`src/hw/rtl/rpll_pkg.sv`:
```
package rpll_pkg;

   // field widths
   localparam int ADDR_W  = 3;
   localparam int DATA_W  = 8;
   localparam int SEL_W   = 3;
   localparam int PORT_W  = 10;
   localparam int DEPTH_W = 3;
   localparam int HZ_W    = 30;
   localparam int WORD_W  = 16;
   localparam int IDX_W   = 8;

   // access direction
   localparam logic ACT_READ  = 1'b0;
   localparam logic ACT_WRITE = 1'b1;

   // bus register map: 0..3 belong to the VGA DAC, 4..7 to this unit
   localparam logic [ADDR_W-1:0] ADDR_PEL_WIDX = 3'd0;
   localparam logic [ADDR_W-1:0] ADDR_PEL_DATA = 3'd1;
   localparam logic [ADDR_W-1:0] ADDR_PEL_MASK = 3'd2;
   localparam logic [ADDR_W-1:0] ADDR_PEL_RIDX = 3'd3;
   localparam logic [ADDR_W-1:0] ADDR_PLL_WIDX = 3'd4;
   localparam logic [ADDR_W-1:0] ADDR_PLL_DATA = 3'd5;
   localparam logic [ADDR_W-1:0] ADDR_COMMAND  = 3'd6;
   localparam logic [ADDR_W-1:0] ADDR_PLL_RIDX = 3'd7;

   // VGA DAC port bases for forwarded accesses
   localparam logic [PORT_W-1:0] VGA_PORT_LOW_BASE  = 10'h3c8;
   localparam logic [PORT_W-1:0] VGA_PORT_HIGH_BASE = 10'h3c4;

   // hidden command unlock sequence
   localparam logic [DATA_W-1:0] DAC_ID           = 8'h70;
   localparam logic [2:0]        HIDDEN_ID_COUNT  = 3'd4;
   localparam logic [2:0]        HIDDEN_CMD_COUNT = 3'd5;

   // PLL store
   localparam logic [WORD_W-1:0] ENTRY0_RESET = 16'h6128;
   localparam logic [WORD_W-1:0] ENTRY1_RESET = 16'h623d;
   localparam logic [IDX_W-1:0]  PLL_IDX_EXT  = 8'h0a;
   localparam logic [IDX_W-1:0]  PLL_IDX_CTRL = 8'h0e;
   localparam int                OVR_EN_BIT   = 5;

   // clock sources and PLL arithmetic
   localparam logic [SEL_W-1:0] SRC_FIXED0 = 3'd0;
   localparam logic [SEL_W-1:0] SRC_FIXED1 = 3'd1;
   localparam logic [23:0]      XTAL_HZ    = 24'd14318184;
   localparam logic [HZ_W-1:0]  CLK0_HZ    = 30'd25175000;
   localparam logic [HZ_W-1:0]  CLK1_HZ    = 30'd28322000;
   localparam int               M_W        = 8;
   localparam int               NUMER_W    = 31;
   localparam int               DIVR_W     = 6;
   localparam int               STEP_W     = $clog2(NUMER_W);

   // pixel depth codes
   localparam logic [DEPTH_W-1:0] DEPTH_8  = 3'd0;
   localparam logic [DEPTH_W-1:0] DEPTH_15 = 3'd1;
   localparam logic [DEPTH_W-1:0] DEPTH_16 = 3'd2;
   localparam logic [DEPTH_W-1:0] DEPTH_24 = 3'd3;
   localparam logic [DEPTH_W-1:0] DEPTH_32 = 3'd4;

   // sequencing strobes into the register file
   typedef struct packed {
      logic load;
      logic exec;
      logic clkrd;
   } regs_ctl_type;

   // register file results for one item
   typedef struct packed {
      logic [DATA_W-1:0]  read_data;
      logic               forwarded;
      logic [PORT_W-1:0]  vga_port;
      logic [DEPTH_W-1:0] pixel_depth;
      logic [SEL_W-1:0]   clk_src;
      logic [WORD_W-1:0]  clk_word;
   } regs_stat_type;

   // request to the clock unit
   typedef struct packed {
      logic              start;
      logic [SEL_W-1:0]  src;
      logic [WORD_W-1:0] word;
   } clk_req_type;

   function automatic logic [DEPTH_W-1:0] depth_decode(input logic [3:0] nib);
      logic [DEPTH_W-1:0] d;
      unique case (nib)
         4'h2, 4'h3, 4'h8, 4'ha: d = DEPTH_15;
         4'h5, 4'h6, 4'hc:       d = DEPTH_16;
         4'h4, 4'h9, 4'he:       d = DEPTH_24;
         4'h7:                   d = DEPTH_32;
         default:                d = DEPTH_8;
      endcase
      return d;
   endfunction

endpackage

```
`src/hw/rtl/rpll_if.sv`:
```
// bus access channel
interface rpll_req_if;
   import rpll_pkg::*;
   logic              valid;
   logic              ready;
   logic              action;
   logic [ADDR_W-1:0] address;
   logic [DATA_W-1:0] write_data;
   logic [SEL_W-1:0]  clock_select;

   modport source (output valid, action, address, write_data, clock_select, input ready);
   modport sink   (input valid, action, address, write_data, clock_select, output ready);
endinterface

// result channel
interface rpll_rsp_if;
   import rpll_pkg::*;
   logic               valid;
   logic               ready;
   logic [DATA_W-1:0]  read_data;
   logic               forwarded;
   logic [PORT_W-1:0]  vga_port;
   logic [DEPTH_W-1:0] pixel_depth;
   logic [HZ_W-1:0]    pixel_clock_hz;

   modport source (output valid, read_data, forwarded, vga_port, pixel_depth, pixel_clock_hz,
                   input ready);
   modport sink   (input valid, read_data, forwarded, vga_port, pixel_depth, pixel_clock_hz,
                   output ready);
endinterface

```
`src/hw/rtl/rpll_regs.sv`:
```
module rpll_regs import rpll_pkg::*; (
   input  logic               clock,
   input  logic               reset,
   input  regs_ctl_type       ctl,
   input  logic               acc_action,
   input  logic [ADDR_W-1:0]  acc_address,
   input  logic [DATA_W-1:0]  acc_data,
   input  logic [SEL_W-1:0]   acc_clock_select,
   output regs_stat_type      stat
);

   localparam int NUM_SLOTS = 8;
   localparam int SLOT_W    = $clog2(NUM_SLOTS);
   localparam logic [SLOT_W-1:0] SLOT_EXT  = 3'd6;
   localparam logic [SLOT_W-1:0] SLOT_CTRL = 3'd7;

   function automatic logic is_writable(input logic [IDX_W-1:0] idx);
      return (idx >= 8'd2 && idx <= 8'd7) || idx == PLL_IDX_EXT || idx == PLL_IDX_CTRL;
   endfunction

   // writable entries 2..7 sit in slots 0..5, then 0x0a and 0x0e
   function automatic logic [SLOT_W-1:0] slot_of(input logic [IDX_W-1:0] idx);
      logic [SLOT_W-1:0] s;
      if (idx == PLL_IDX_EXT) begin
         s = SLOT_EXT;
      end else if (idx == PLL_IDX_CTRL) begin
         s = SLOT_CTRL;
      end else begin
         s = SLOT_W'(idx - 8'd2);
      end
      return s;
   endfunction

   // fixed value of entries that have no storage
   function automatic logic [WORD_W-1:0] base_of(input logic [IDX_W-1:0] idx);
      logic [WORD_W-1:0] b;
      if (idx == 8'd0) begin
         b = ENTRY0_RESET;
      end else if (idx == 8'd1) begin
         b = ENTRY1_RESET;
      end else begin
         b = '0;
      end
      return b;
   endfunction

   logic [WORD_W-1:0]    mem [NUM_SLOTS];

   logic                 acc_action_ff;
   logic [ADDR_W-1:0]    acc_address_ff;
   logic [DATA_W-1:0]    acc_data_ff;
   logic [SEL_W-1:0]     sel_ff;

   logic [DATA_W-1:0]    command_ff, command_in;
   logic [2:0]           count_ff, count_in;
   logic                 toggle_ff, toggle_in;
   logic [IDX_W-1:0]     widx_ff, widx_in;
   logic [IDX_W-1:0]     ridx_ff, ridx_in;
   logic                 ovr_en_ff, ovr_en_in;
   logic [SEL_W-1:0]     ovr_src_ff, ovr_src_in;
   logic [NUM_SLOTS-1:0] vlo_ff, vlo_in;
   logic [NUM_SLOTS-1:0] vhi_ff, vhi_in;

   logic [WORD_W-1:0]    rd_raw_ff;
   logic                 rd_vlo_ff;
   logic                 rd_vhi_ff;
   logic [WORD_W-1:0]    rd_base_ff;
   logic [WORD_W-1:0]    rd_word;

   logic [DATA_W-1:0]    read_data_ff, read_data_in;
   logic                 fwd_ff, fwd_in;
   logic [PORT_W-1:0]    vga_port_ff, vga_port_in;

   logic [SEL_W-1:0]     clk_src;
   logic [IDX_W-1:0]     ra_idx;
   logic [SLOT_W-1:0]    rslot;
   logic [SLOT_W-1:0]    wslot;
   logic                 wr_lo, wr_hi;
   logic [2:0]           cnt_up;

   // clock source, with the override held in entry 0x0e
   assign clk_src = ovr_en_ff ? ovr_src_ff : sel_ff;

   // one read port: data entry at load, clock source entry afterwards
   assign ra_idx = ctl.clkrd ? IDX_W'(clk_src) : ridx_ff;
   assign rslot  = slot_of(ra_idx);
   assign wslot  = slot_of(widx_ff);

   always_ff @(posedge clock) begin
      if (ctl.load || ctl.clkrd) begin
         rd_raw_ff  <= mem[rslot];
         rd_vlo_ff  <= is_writable(ra_idx) && vlo_ff[rslot];
         rd_vhi_ff  <= is_writable(ra_idx) && vhi_ff[rslot];
         rd_base_ff <= base_of(ra_idx);
      end
   end

   // lanes never written read as their reset value
   assign rd_word = {rd_vhi_ff ? rd_raw_ff[15:8] : rd_base_ff[15:8],
                     rd_vlo_ff ? rd_raw_ff[7:0]  : rd_base_ff[7:0]};

   // byte lane writes
   always_ff @(posedge clock) begin
      if (wr_lo) begin
         mem[wslot][7:0] <= acc_data_ff;
      end
      if (wr_hi) begin
         mem[wslot][15:8] <= acc_data_ff;
      end
   end

   // latch the access
   always_ff @(posedge clock) begin
      if (ctl.load) begin
         acc_action_ff  <= acc_action;
         acc_address_ff <= acc_address;
         acc_data_ff    <= acc_data;
         sel_ff         <= acc_clock_select;
      end
   end

   // execute the access
   always_comb begin
      command_in   = command_ff;
      count_in     = count_ff;
      toggle_in    = toggle_ff;
      widx_in      = widx_ff;
      ridx_in      = ridx_ff;
      ovr_en_in    = ovr_en_ff;
      ovr_src_in   = ovr_src_ff;
      vlo_in       = vlo_ff;
      vhi_in       = vhi_ff;
      wr_lo        = 1'b0;
      wr_hi        = 1'b0;
      read_data_in = '0;
      fwd_in       = 1'b0;
      cnt_up       = (count_ff < HIDDEN_CMD_COUNT) ? count_ff + 3'd1 : count_ff;
      if (acc_action_ff == ACT_WRITE) begin
         fwd_in = acc_address_ff < ADDR_PLL_WIDX;
         unique case (acc_address_ff)
            ADDR_PEL_MASK: begin
               if (count_ff == HIDDEN_ID_COUNT) begin
                  command_in = acc_data_ff;
               end
               count_in = '0;
            end
            ADDR_PEL_WIDX, ADDR_PEL_DATA, ADDR_PEL_RIDX: begin
               count_in = '0;
            end
            ADDR_PLL_WIDX: begin
               widx_in   = acc_data_ff;
               toggle_in = 1'b0;
            end
            ADDR_PLL_DATA: begin
               if (is_writable(widx_ff)) begin
                  wr_lo = !toggle_ff;
                  wr_hi = toggle_ff;
                  if (wr_lo) begin
                     vlo_in[wslot] = 1'b1;
                  end
                  if (wr_hi) begin
                     vhi_in[wslot] = 1'b1;
                  end
                  if (widx_ff == PLL_IDX_CTRL && !toggle_ff) begin
                     ovr_en_in  = acc_data_ff[OVR_EN_BIT];
                     ovr_src_in = acc_data_ff[SEL_W-1:0];
                  end
               end
               toggle_in = !toggle_ff;
               if (toggle_ff) begin
                  widx_in = widx_ff + 8'd1;
               end
            end
            ADDR_COMMAND: begin
               command_in = acc_data_ff;
            end
            ADDR_PLL_RIDX: begin
               ridx_in   = acc_data_ff;
               toggle_in = 1'b0;
            end
         endcase
      end else begin
         unique case (acc_address_ff)
            ADDR_PEL_MASK: begin
               count_in = cnt_up;
               if (cnt_up == HIDDEN_ID_COUNT) begin
                  read_data_in = DAC_ID;
               end else if (cnt_up == HIDDEN_CMD_COUNT) begin
                  count_in     = '0;
                  read_data_in = command_ff;
               end else begin
                  fwd_in = 1'b1;
               end
            end
            ADDR_PEL_WIDX, ADDR_PEL_DATA, ADDR_PEL_RIDX: begin
               count_in = '0;
               fwd_in   = 1'b1;
            end
            ADDR_PLL_WIDX: begin
               read_data_in = widx_ff;
            end
            ADDR_PLL_DATA: begin
               read_data_in = toggle_ff ? rd_word[15:8] : rd_word[7:0];
               toggle_in    = !toggle_ff;
               if (toggle_ff) begin
                  ridx_in = ridx_ff + 8'd1;
               end
            end
            ADDR_COMMAND: begin
               read_data_in = command_ff;
            end
            ADDR_PLL_RIDX: begin
               read_data_in = ridx_ff;
            end
         endcase
      end
      if (!ctl.exec) begin
         wr_lo = 1'b0;
         wr_hi = 1'b0;
      end
      if (!fwd_in) begin
         vga_port_in = '0;
      end else if (acc_address_ff < ADDR_PEL_MASK) begin
         vga_port_in = VGA_PORT_LOW_BASE + PORT_W'(acc_address_ff);
      end else begin
         vga_port_in = VGA_PORT_HIGH_BASE + PORT_W'(acc_address_ff);
      end
   end

   // control state
   always_ff @(posedge clock) begin
      if (reset) begin
         command_ff <= '0;
         count_ff   <= '0;
         toggle_ff  <= 1'b0;
         widx_ff    <= '0;
         ridx_ff    <= '0;
         ovr_en_ff  <= 1'b0;
         ovr_src_ff <= '0;
         vlo_ff     <= '0;
         vhi_ff     <= '0;
      end else if (ctl.exec) begin
         command_ff <= command_in;
         count_ff   <= count_in;
         toggle_ff  <= toggle_in;
         widx_ff    <= widx_in;
         ridx_ff    <= ridx_in;
         ovr_en_ff  <= ovr_en_in;
         ovr_src_ff <= ovr_src_in;
         vlo_ff     <= vlo_in;
         vhi_ff     <= vhi_in;
      end
   end

   // per-item results
   always_ff @(posedge clock) begin
      if (ctl.exec) begin
         read_data_ff <= read_data_in;
         fwd_ff       <= fwd_in;
         vga_port_ff  <= vga_port_in;
      end
   end

   assign stat.read_data   = read_data_ff;
   assign stat.forwarded   = fwd_ff;
   assign stat.vga_port    = vga_port_ff;
   assign stat.pixel_depth = depth_decode(command_ff[7:4]);
   assign stat.clk_src     = clk_src;
   assign stat.clk_word    = rd_word;

endmodule

```
`src/hw/rtl/rpll_clk.sv`:
```
module rpll_clk import rpll_pkg::*; (
   input  logic            clock,
   input  logic            reset,
   input  clk_req_type     req,
   output logic            done,
   output logic [HZ_W-1:0] hz
);

   typedef enum logic [2:0] {
      CK_IDLE = 3'b001,
      CK_DIV  = 3'b010,
      CK_FIN  = 3'b100
   } ck_state_type;

   ck_state_type        state_ff, state_in;
   logic                done_ff, done_in;
   logic [NUMER_W-1:0]  quo_ff, quo_in;
   logic [DIVR_W-1:0]   rem_ff, rem_in;
   logic [DIVR_W-1:0]   div_ff, div_in;
   logic [2:0]          sh_ff, sh_in;
   logic [STEP_W-1:0]   step_ff, step_in;
   logic [HZ_W-1:0]     hz_ff, hz_in;

   logic [M_W-1:0]      m_val;
   logic [31:0]         prod_full;
   logic [DIVR_W+1:0]   trial;

   // numerator: crystal times (m + 2)
   assign m_val     = {1'b0, req.word[6:0]} + M_W'(2);
   assign prod_full = 32'(XTAL_HZ) * 32'(m_val);

   // one restoring step: bring in the next dividend bit
   assign trial = {1'b0, rem_ff, quo_ff[NUMER_W-1]} - {2'b00, div_ff};

   always_comb begin
      state_in = state_ff;
      done_in  = 1'b0;
      quo_in   = quo_ff;
      rem_in   = rem_ff;
      div_in   = div_ff;
      sh_in    = sh_ff;
      step_in  = step_ff;
      hz_in    = hz_ff;
      unique case (state_ff)
         CK_IDLE: begin
            if (req.start) begin
               if (req.src == SRC_FIXED0) begin
                  hz_in   = CLK0_HZ;
                  done_in = 1'b1;
               end else if (req.src == SRC_FIXED1) begin
                  hz_in   = CLK1_HZ;
                  done_in = 1'b1;
               end else begin
                  quo_in   = prod_full[NUMER_W-1:0];
                  rem_in   = '0;
                  div_in   = {1'b0, req.word[12:8]} + DIVR_W'(2);
                  sh_in    = req.word[15:13];
                  step_in  = STEP_W'(NUMER_W - 1);
                  state_in = CK_DIV;
               end
            end
         end
         CK_DIV: begin
            if (!trial[DIVR_W+1]) begin
               rem_in = trial[DIVR_W-1:0];
            end else begin
               rem_in = {rem_ff[DIVR_W-2:0], quo_ff[NUMER_W-1]};
            end
            quo_in  = {quo_ff[NUMER_W-2:0], !trial[DIVR_W+1]};
            step_in = step_ff - STEP_W'(1);
            if (step_ff == '0) begin
               state_in = CK_FIN;
            end
         end
         CK_FIN: begin
            // post divider is a power of two
            hz_in    = HZ_W'(quo_ff >> sh_ff);
            done_in  = 1'b1;
            state_in = CK_IDLE;
         end
         default: begin
            state_in = CK_IDLE;
         end
      endcase
   end

   always_ff @(posedge clock) begin
      if (reset) begin
         state_ff <= CK_IDLE;
         done_ff  <= 1'b0;
      end else begin
         state_ff <= state_in;
         done_ff  <= done_in;
      end
   end

   always_ff @(posedge clock) begin
      quo_ff  <= quo_in;
      rem_ff  <= rem_in;
      div_ff  <= div_in;
      sh_ff   <= sh_in;
      step_ff <= step_in;
      hz_ff   <= hz_in;
   end

   assign done = done_ff;
   assign hz   = hz_ff;

endmodule

```
`src/hw/rtl/ramdac_pll_register_interface_unit.sv`:
```
// RAMDAC register port with PLL pixel clock readout. Each bus access item
// yields one result item and is finished before the next is accepted. With
// a programmed PLL source the pixel clock is 14318184 * m / (n1 * 2^n2), and
// the division runs through a restoring divider that produces one quotient
// bit per cycle over the 31-bit product; fixed sources 0 and 1 skip the
// divider. One item is in work at a time; a finished result waits in the
// output register while the next item is already accepted and executed.
// Accesses to addresses 0 to 3, but for the hidden ID and command reads of
// the mask port, are returned flagged for the VGA DAC with its port number.
module ramdac_pll_register_interface_unit import rpll_pkg::*; (
   input logic         clock,
   input logic         reset,
   rpll_req_if.sink    req_ch,
   rpll_rsp_if.source  rsp_ch
);

   typedef enum logic [5:0] {
      ST_IDLE  = 6'b000001,
      ST_EXEC  = 6'b000010,
      ST_CLKRD = 6'b000100,
      ST_START = 6'b001000,
      ST_CALC  = 6'b010000,
      ST_HOLD  = 6'b100000
   } top_state_type;

   top_state_type      state_ff, state_in;
   regs_ctl_type       ctl;
   regs_stat_type      stat;
   clk_req_type        clk_req;
   logic               clk_done;
   logic [HZ_W-1:0]    clk_hz;
   logic               accept;
   logic               out_free;
   logic               out_load;

   logic               rsp_valid_ff, rsp_valid_in;
   logic [DATA_W-1:0]  rsp_read_data_ff;
   logic               rsp_forwarded_ff;
   logic [PORT_W-1:0]  rsp_vga_port_ff;
   logic [DEPTH_W-1:0] rsp_pixel_depth_ff;
   logic [HZ_W-1:0]    rsp_pixel_clock_hz_ff;

   assign accept   = req_ch.valid && req_ch.ready;
   assign out_free = !rsp_valid_ff || rsp_ch.ready;

   // sequencer
   always_comb begin
      state_in  = state_ff;
      ctl       = '0;
      out_load  = 1'b0;
      unique case (state_ff)
         ST_IDLE: begin
            ctl.load = accept;
            if (accept) begin
               state_in = ST_EXEC;
            end
         end
         ST_EXEC: begin
            ctl.exec = 1'b1;
            state_in = ST_CLKRD;
         end
         ST_CLKRD: begin
            ctl.clkrd = 1'b1;
            state_in  = ST_START;
         end
         ST_START: begin
            state_in = ST_CALC;
         end
         ST_CALC: begin
            if (clk_done) begin
               out_load = out_free;
               state_in = out_free ? ST_IDLE : ST_HOLD;
            end
         end
         ST_HOLD: begin
            out_load = out_free;
            if (out_free) begin
               state_in = ST_IDLE;
            end
         end
         default: begin
            state_in = ST_IDLE;
         end
      endcase
   end

   assign req_ch.ready  = (state_ff == ST_IDLE);
   assign clk_req.start = (state_ff == ST_START);
   assign clk_req.src   = stat.clk_src;
   assign clk_req.word  = stat.clk_word;

   rpll_regs u_regs (
      .clock            (clock),
      .reset            (reset),
      .ctl              (ctl),
      .acc_action       (req_ch.action),
      .acc_address      (req_ch.address),
      .acc_data         (req_ch.write_data),
      .acc_clock_select (req_ch.clock_select),
      .stat             (stat)
   );

   rpll_clk u_clk (
      .clock (clock),
      .reset (reset),
      .req   (clk_req),
      .done  (clk_done),
      .hz    (clk_hz)
   );

   // output register
   always_comb begin
      rsp_valid_in = rsp_valid_ff;
      if (out_load) begin
         rsp_valid_in = 1'b1;
      end else if (rsp_ch.ready) begin
         rsp_valid_in = 1'b0;
      end
   end

   always_ff @(posedge clock) begin
      if (reset) begin
         state_ff     <= ST_IDLE;
         rsp_valid_ff <= 1'b0;
      end else begin
         state_ff     <= state_in;
         rsp_valid_ff <= rsp_valid_in;
      end
   end

   always_ff @(posedge clock) begin
      if (out_load) begin
         rsp_read_data_ff      <= stat.read_data;
         rsp_forwarded_ff      <= stat.forwarded;
         rsp_vga_port_ff       <= stat.vga_port;
         rsp_pixel_depth_ff    <= stat.pixel_depth;
         rsp_pixel_clock_hz_ff <= clk_hz;
      end
   end

   assign rsp_ch.valid          = rsp_valid_ff;
   assign rsp_ch.read_data      = rsp_read_data_ff;
   assign rsp_ch.forwarded      = rsp_forwarded_ff;
   assign rsp_ch.vga_port       = rsp_vga_port_ff;
   assign rsp_ch.pixel_depth    = rsp_pixel_depth_ff;
   assign rsp_ch.pixel_clock_hz = rsp_pixel_clock_hz_ff;

endmodule

```
`src/flat_wrapper.sv`:
```
// flat-port wrapper written by rule: the top's interface ports become plain ports
module ramdac_pll_register_interface_unit_flat import rpll_pkg::*;
  (clock, reset, req_ch_valid, req_ch_action, req_ch_address, req_ch_write_data, req_ch_clock_select, req_ch_ready, rsp_ch_valid, rsp_ch_read_data, rsp_ch_forwarded, rsp_ch_vga_port, rsp_ch_pixel_depth, rsp_ch_pixel_clock_hz, rsp_ch_ready);
  rpll_req_if req_ch_i ();
  rpll_rsp_if rsp_ch_i ();
  input logic clock;
  input logic reset;
  input wire logic [$bits(req_ch_i.valid)-1:0] req_ch_valid;
  input wire logic [$bits(req_ch_i.action)-1:0] req_ch_action;
  input wire logic [$bits(req_ch_i.address)-1:0] req_ch_address;
  input wire logic [$bits(req_ch_i.write_data)-1:0] req_ch_write_data;
  input wire logic [$bits(req_ch_i.clock_select)-1:0] req_ch_clock_select;
  output wire logic [$bits(req_ch_i.ready)-1:0] req_ch_ready;
  output wire logic [$bits(rsp_ch_i.valid)-1:0] rsp_ch_valid;
  output wire logic [$bits(rsp_ch_i.read_data)-1:0] rsp_ch_read_data;
  output wire logic [$bits(rsp_ch_i.forwarded)-1:0] rsp_ch_forwarded;
  output wire logic [$bits(rsp_ch_i.vga_port)-1:0] rsp_ch_vga_port;
  output wire logic [$bits(rsp_ch_i.pixel_depth)-1:0] rsp_ch_pixel_depth;
  output wire logic [$bits(rsp_ch_i.pixel_clock_hz)-1:0] rsp_ch_pixel_clock_hz;
  input wire logic [$bits(rsp_ch_i.ready)-1:0] rsp_ch_ready;
  assign req_ch_i.valid = req_ch_valid;
  assign req_ch_i.action = req_ch_action;
  assign req_ch_i.address = req_ch_address;
  assign req_ch_i.write_data = req_ch_write_data;
  assign req_ch_i.clock_select = req_ch_clock_select;
  assign req_ch_ready = req_ch_i.ready;
  assign rsp_ch_valid = rsp_ch_i.valid;
  assign rsp_ch_read_data = rsp_ch_i.read_data;
  assign rsp_ch_forwarded = rsp_ch_i.forwarded;
  assign rsp_ch_vga_port = rsp_ch_i.vga_port;
  assign rsp_ch_pixel_depth = rsp_ch_i.pixel_depth;
  assign rsp_ch_pixel_clock_hz = rsp_ch_i.pixel_clock_hz;
  assign rsp_ch_i.ready = rsp_ch_ready;
  ramdac_pll_register_interface_unit u_core (.clock(clock), .reset(reset), .req_ch(req_ch_i), .rsp_ch(rsp_ch_i));
endmodule
```
`config.mk`:
```
export PLATFORM = sky130hd
export DESIGN_NAME = ramdac_pll_register_interface_unit_flat
export DESIGN_NICKNAME = d
export VERILOG_FILES = /design/src/hw/rtl/rpll_pkg.sv /design/src/hw/rtl/rpll_if.sv /design/src/hw/rtl/rpll_regs.sv /design/src/hw/rtl/rpll_clk.sv /design/src/hw/rtl/ramdac_pll_register_interface_unit.sv /design/src/flat_wrapper.sv
export SDC_FILE = /design/constraint.sdc
export NUM_CORES = 1
export LEC_CHECK = 0
export ABC_AREA = 1
export CAP_MARGIN = 20
export CORE_UTILIZATION = 50
export CTS_CLUSTER_DIAMETER = 120
export DETAILED_ROUTE_END_ITERATION = 6
export DONT_BUFFER_PORTS = 1
export GPL_ROUTABILITY_DRIVEN = 0
export GPL_TIMING_DRIVEN = 1
export MAX_ROUTING_LAYER = met4
export PLACE_DENSITY_LB_ADDON = 0.1
export RECOVER_POWER = 50
export SYNTH_ARGS = -nofsm -noshare
export SYNTH_HDL_FRONTEND = slang
export SYNTH_SLANG_ARGS = --single-unit
export TNS_END_PERCENT = 5
```
`constraint.sdc`:
```
create_clock -name clock -period 4.6 [get_ports clock]
set_input_delay 0 -clock clock [delete_from_list [all_inputs] [get_ports clock]]
set_output_delay 0 -clock clock [all_outputs]
set_load 0.05 [all_outputs]
```
## Yosys cells after proc, flatten, opt, wreduce, memory -nomap -nowiden

Memories as Yosys holds them, arrays and structs flattened. A register that Yosys moved wholly into a read port is not among the register bits.
Cells that the tools add are included.

- Reductions and logical operators: 45
- Mux-type cells: 91
- $lt $le $gt $ge: 10
- Shifts and indexed selects: 1
- Bitwise gates (word level): 5
- Equal/unequal tests: 37
- $add $sub $neg: 11
- $mul: 1

Operator list:

| cell | count |
|---|---|
| $mux W8 | 12 |
| $mux W31 | 3 |
| $mux W30 | 3 |
| $pmux W31 S2 | 1 |
| $pmux W30 S2 | 1 |
| $mux W6 | 8 |
| $mux W3 | 14 |
| $pmux W8 S5 | 1 |
| $pmux W6 S6 | 1 |
| $eq A8 B4 Y1 const B | 4 |
| $pmux W8 S2 | 2 |
| $shr A31 B3 Y30 | 1 |
| $mux W1 | 29 |
| $mul A21 B8 Y28 const A | 1 |
| $eq A3 B3 Y1 const B | 8 |
| $reduce_and A4 Y1 | 6 |
| $add A7 B4 Y8 const A | 2 |
| $add A8 B1 Y8 const B | 2 |
| $ge A8 B2 Y1 const B | 2 |
| $le A8 B3 Y1 const B | 2 |
| $ne A2 B2 Y1 const B | 8 |
| $or A8 B8 Y8 | 2 |
| $reduce_bool A2 Y1 | 8 |
| $mux W15 | 1 |
| other kinds (42) | 79 |

- RAM bits: 128
- Logic and storage cells: 236
- Input bits: 19
- Output and inout bits: 54
- Memory bits (read-only): 48
- Memories: 2
- Register bits: 241

Memories:

| name | depth | bits a word | rd ports | clocked after Yosys merged registers in | wr ports | RTL line | text |
|---|---|---|---|---|---|---|---|
| u_core.u_regs.mem | 8 | 16 | 1 | 1 | 1 | rpll_regs.sv:47 | `logic [WORD_W-1:0] mem [NUM_SLOTS];` |
| (name not given) | 16 | 3 | 1 | 1 | 0 | rpll_pkg.sv:87 | `unique case (nib)` |

## Depth between registers and ports, before layout

- Depth after elaboration: 10
- Gate-level depth with buffers: 30
- Gate-level depth less buffers: 29

## By module

Synthesis repeated with hierarchy kept, for this count alone.

- Cells, all modules: 2229
- Area total of the unflattened synthesis: 20274.4 µm²

Modules (own cells, without submodules):

| module | area an instance (µm²) | cells each | times used | sequential area each (µm²) |
|---|---|---|---|---|
| rpll_regs | 10256.1 | 1085 | 1 | 6366.1 |
| rpll_clk | 8039.0 | 1031 | 1 | 2512.4 |
| ramdac_pll_register_interface_unit | 1979.4 | 113 | 1 | 1701.6 |

## Worst setup path before layout

Ideal clock, no wire load.

- Path kind: register to register
- Start: register u_core.u_regs.rd_vlo_ff
- End: register u_core.u_clk.quo_ff[19], data pin
- Arrival time: 4.743 ns
- Data required time: 4.336 ns
- Setup time: 0.264 ns
- Stages on the path, launching flop included: 21
- Path buffers: 1
- Setup slack: -0.406 ns
- Period minus slack after synthesis: 5.006 ns
- Cells stage by stage: edfxtp_1 buf_6 nand2_1 inv_1 ha_1 nand4_1 nor2_1 inv_1 fa_1 inv_1 fa_1 fa_1 inv_1 fa_1 ha_1 nand2_1 nor4_1 a21oi_1 or2_2 nand3_1 o21ai_0

- Cells in the longest elaborated chain, start to end: 7

Ends and longest elaborated chain:

| element | RTL line | text |
|---|---|---|
| from (decl) | rpll_regs.sv:65 | `logic rd_vlo_ff;` |
| from (signal assigned) | rpll_regs.sv:92 | `rd_vlo_ff <= is_writable(ra_idx) && vlo_ff[rslot];` |
| $mux W8 | rpll_regs.sv:100 | `rd_vlo_ff ? rd_raw_ff[7:0] : rd_base_ff[7:0]};` |
| $add A7 B2 Y8 | rpll_clk.sv:29 | `assign m_val = {1'b0, req.word[6:0]} + M_W'(2);` |
| $mul A21 B8 Y28 | rpll_clk.sv:30 | `assign prod_full = 32'(XTAL_HZ) * 32'(m_val);` |
| $mux W31 | rpll_clk.sv:50 | `end else if (req.src == SRC_FIXED1) begin` |
| $mux W31 | rpll_clk.sv:47 | `if (req.src == SRC_FIXED0) begin` |
| $mux W31 | rpll_clk.sv:46 | `if (req.start) begin` |
| $pmux W31 S2 | rpll_clk.sv:44 | `unique case (state_ff)` |
| named net u_core.u_clk.quo_in[19] | rpll_clk.sv:17 | `logic [NUMER_W-1:0] quo_ff, quo_in;` |
| to (signal assigned) | rpll_clk.sv:98 | `quo_ff <= quo_in;` |
| to (decl) | rpll_clk.sv:17 |  |

The timed path passes the listed nets, and every way through them passes these cells. The select of a mux whose other input is x is not followed.
A chain may end at the register's enable or synchronous reset.

## Final worst setup path

- Start: register u_core.u_regs.rd_vlo_ff
- End: register u_core.u_clk.quo_ff[27], data pin

Same word-level chain as after synthesis.

==> results.md <==
Yosys:
- In this run, synthesis inferred 306 flip-flops with an integrated enable.
- In this run the cell area of the synthesized design comes to 0.0193 mm².
- Yosys printed 0 warnings.
- For this run, the register share of the synthesized area comes to 53.7%.
- The post-synthesis instance total is 2,046.
- For this run, asynchronously set or reset flops after synthesis account for 0%.
- The share of the synthesized area in the top cell type is 47.6%.
- By count the netlist is led by sky130_fd_sc_hd__nand2_1 (472), sky130_fd_sc_hd__edfxtp_1 (306), sky130_fd_sc_hd__inv_1 (257), sky130_fd_sc_hd__nor2_1 (175), sky130_fd_sc_hd__o21ai_0 (140).
- The netlist uses 50 different library cells.
- Sorting the synthesized cells by area gives the leading types as sky130_fd_sc_hd__edfxtp_1 (48%), sky130_fd_sc_hd__nand2_1 (9.2%), sky130_fd_sc_hd__dfxtp_1 (6.1%).
- Synthesis inferred 365 register bits.
- After synthesis, the mean cell area works out to 9.44 µm².
- The cell taking the most area after synthesis is sky130_fd_sc_hd__edfxtp_1.
- In the post-synthesis netlist, the cell with the most instances is sky130_fd_sc_hd__nand2_1.
- The dominant register cell in the synthesized netlist is sky130_fd_sc_hd__edfxtp_1.

CTS:
- The longest clock path from root to sink contains 3 buffers.
- The H-tree depth is 2.
- The clock reaches the later pin of the worst-skew pair after 0.56 ns.
- The cell at the root of the clock tree is sky130_fd_sc_hd__clkbuf_16.
- Counting the buffers created by CTS gives 39.
- TritonCTS built the clock tree.
- The clock input transition at the sequential cells of the worst setup and hold paths is 0.06 ns.
- The clock sink count is 365.

Finish:
- The post-layout utilization of the core is 60.2%.
- Summing all flip-flop and latch instances after layout gives 0.0104 mm².
- The share of final-layout standard cells stronger than drive strength 1 is 15.1%.
- The number of inserted filler cells in the final layout is 3,255.
- The final instance count without filler cells is 2,704.
- Relative to the synthesized area, the layout overhead comes to 18.0%.
- The diode insertion count for antenna repair is 0.
- For this run, the post-layout net count is 2,303.
- In the final layout, the multi-input gates occupy 0.00820 mm².

Critical path:
- The kind of cell with the highest combined delay along the critical path is adder cells.
- STA classifies the critical path startpoint as a register.
- For the worst setup path, the data arrival time is 5.27 ns.
- The critical path is of the register to register type.
- The worst register-to-register path has a depth of 22.
- The startpoint identified for the worst register-to-register timing path is u_core.u_regs.rd_vlo_ff$_DFFE_PP_.
- The slowest library cell on the worst path is sky130_fd_sc_hd__fa_1.
- Tracing the worst setup path back leads to its startpoint at u_core.u_regs.rd_vlo_ff$_DFFE_PP_.
- The critical path goes through inv_2 > nand2_2 > buf_4 > nand2_4 > nand4_1 > nor2_4 > inv_2 > fa_1 > inv_2 > fa_1 > fa_2 > inv_1 > fa_2 > ha_4 > a21oi_4 > buf_4 > o21a_1 > nand2_2 > nand2_2 > nand4_1 > nand3_2 > o21ai_1.
- Together, buffers and inverters on the worst path number 6.
- Of all nets on the critical path, the largest fanout is 5.
- The critical path data required time is 4.90 ns.
- The maximum single-stage delay on the critical path is 0.60 ns.
- The worst register-to-register path ends at u_core.u_clk.quo_ff[27]$_DFFE_PP_.
- The register-to-register setup slack is -0.37 ns.
- The category of the worst setup path capture point is a register.

Placed design:
- The detailed placer's ending HPWL is 35.6 mm.
- The total placed cells including tap cells is 2,600.
- Input and output buffers added on the ports amount to 0.

Timing:
- Setup repair after global routing could not meet its margin everywhere.
- The final hold violation count is 0.
- The measured slew at the worst slew-check pin is 1.73 ns.
- The relative slew slack is -14.7%.
- Timing would allow up to 201 MHz.
- The final hold slack is 0.0677 ns.
- Setup violations remaining at the end of the flow were counted as 19.
- The worst path setup slack after routing is -0.372 ns.
- The worst setup skew after layout is 0.0187 ns.
- For the final routed database, the setup TNS stands at -5.16 ns.
- The part of the cycle the worst path needs is 108%.
- The number of max-slew violations in the final report is 32.
- Subtracting the final worst setup slack from the clock period gives 4.97 ns.

Die:
- The number of placed I/O pins is 73.
- The area of the die is 0.0394 mm².
- The initialized floorplan defines 71 standard-cell rows.
- Once the floorplan was initialized, standard cells occupied 51.0% of the core.
- The floorplan die height is 199 µm.
- The core region is 0.0378 mm².
- The chip width is 199 µm.

Pwr:
- The total power per unit cell area is 726 mW/mm².
- The total leakage power is 0.00911 µW.
- The post-route total power is 16,500 µW.
- VDD sags by at most 0.638 mV.

Routing:
- Summing over every cut layer, the via total after detailed routing is 14,700.
- The first-pass iteration count of the detailed router is 7.
- The average routed wire per standard cell is 18.5 µm.
- After detailed routing, the total wire length is 50.1 mm.
- The DRC violation count after routing is 0.
- The violation count after the first detailed-route iteration is 991.
- The remaining antenna violation count is 0.
- In the routed layout, each cell is associated on average with a via count of 5.42.

GRT:
- The number of antenna violations at the first check in global routing came to 0.
- The global-route total usage across every layer is 27.0%.
- The maximum number of pins on one net before global-route repair is 91.
- The first global-routing pass estimated 78.7 mm of wire.
- The overall overflow remaining after global route is 0.
- The via count of the first global-routing pass is 14,400.

Status:
- The flow ran to the end, but the final reports show violations.
- The checks that failed: max-capacitance violations, max-slew violations, negative setup slack.

Min path:
- Along the worst hold path, the cell count comes to 1.
- In this run the worst hold path is classified as primary input to register.
- The path with the worst hold slack has its endpoint at u_core.u_regs.sel_ff[2]$_DFFE_PP_.
- The startpoint of the most critical hold path is req_ch_clock_select[2].

Job:
- The number of violations of the max-capacitance limit is 2.
[report_power, final]
part           switching (µW)  internal, µW
Clock                    1310          2060
Sequential                119          3910
Combinational            4940          4180
[final cells by class]
type                            count  area share [%]
Sequential cell                   365            45.5
Multi-Input combinational cell   1345            36.0
Timing Repair Buffer              148            5.31
Clock buffer                       47            4.55
Inverter                          264            4.36
Tap cell                          511            2.81
Clock inverter                     24            1.46
[what timing repair did]
action                                  in CTS  in global routing
buffers inserted                             6                  3
pin swaps                                   27                 23
hold buffers                                20                  0
endpoints found under the setup margin      20                 20
resized for setup                           69                 35
hold endpoints to repair                    74                  0
[metal layers]
| metal | GRT usage (%) | wire length, µm |
|---|---|---|
| met3 | 3.19 | 2550 |
| met2 | 44.0 | 24300 |
| met1 | 34.7 | 21500 |
| met4 | 10.7 | 1770 |
| met5 | - | 0 |
[through the flow]
| step | setup slack, ns | cell area, µm² |
|---|---|---|
| floorplan | -0.0419 | 19500 |
| global placement | -0.402 | 20700 |
| detailed placement | -0.431 | 20700 |
| CTS | -0.270 | 22600 |
| global route | -0.582 | 22800 |
| finish | -0.372 | 22800 |
[layout by cell type (no fill, tap or decap), drive strengths merged, types with 3 or more instances in the layout]
cell type / count
o22ai: 18
a31oi: 8
dlygate4sd3: 19
clkinv: 18
or2: 14
nand3b: 3
nand4: 22
o211ai: 12
o21bai: 3
nand2: 476
a211oi: 8
clkbuf: 52
a22o: 4
nor3: 20
o21ai: 175
a21o: 3
edfxtp: 306
inv: 262
xor2: 10
nand3: 113
bufinv: 8
o21a: 5
nor4: 3
ha: 75
mux2i: 12
buf: 124
a21boi: 4
fa: 46
dfxtp: 59
nor2: 180
a21oi: 108
xnor2: 9
o221ai: 5
[registers in the layout, summed over array words and instances, names as in the netlist, 6 cells and up]
register and flops:
u_core.u_regs.mem 128, u_core.u_clk.quo_ff 31, u_core.rsp_ch.pixel_clock_hz 30, u_core.u_clk.hz 30, u_core.u_regs.rd_raw_ff 16, u_core.rsp_ch.read_data 8, u_core.u_regs.acc_data_ff 8, u_core.u_regs.command_ff 8
u_core.u_regs.read_data_ff 8, u_core.u_regs.ridx_ff 8, u_core.u_regs.vhi_ff 8, u_core.u_regs.vlo_ff 8, u_core.u_regs.widx_ff 8, u_core.state_ff 6, u_core.u_clk.div_ff 6, u_core.u_clk.rem_ff 6
[worst max path at each step]
stage,end,cells after the start
after floorplan,u_core.u_clk.quo_ff[29]$_DFFE_PP_,25
after global placement,u_core.u_clk.quo_ff[30]$_DFFE_PP_,23
after detailed placement,u_core.u_clk.quo_ff[26]$_DFFE_PP_,22
after CTS,u_core.u_clk.quo_ff[27]$_DFFE_PP_,23
after global routing,u_core.u_clk.quo_ff[29]$_DFFE_PP_,23
final,u_core.u_clk.quo_ff[27]$_DFFE_PP_,22
[logic make-up (layout without fill, tap and decap cells)]
logic type,count (synthesis),in the layout,synth area share (%)
and+or+nand+nor,833,833,18.0
muxes,12,12,0.622
adders and majority gates,121,121,9.63
xor gates and xnor gates,19,19,0.862
AOI/OAI and AO/OA,358,358,10.3
DFF,365,365,53.7
other,1,2,0.0194
buffers and inverters,337,483,6.92
Note: power is estimated with default switching activity, not from simulation.
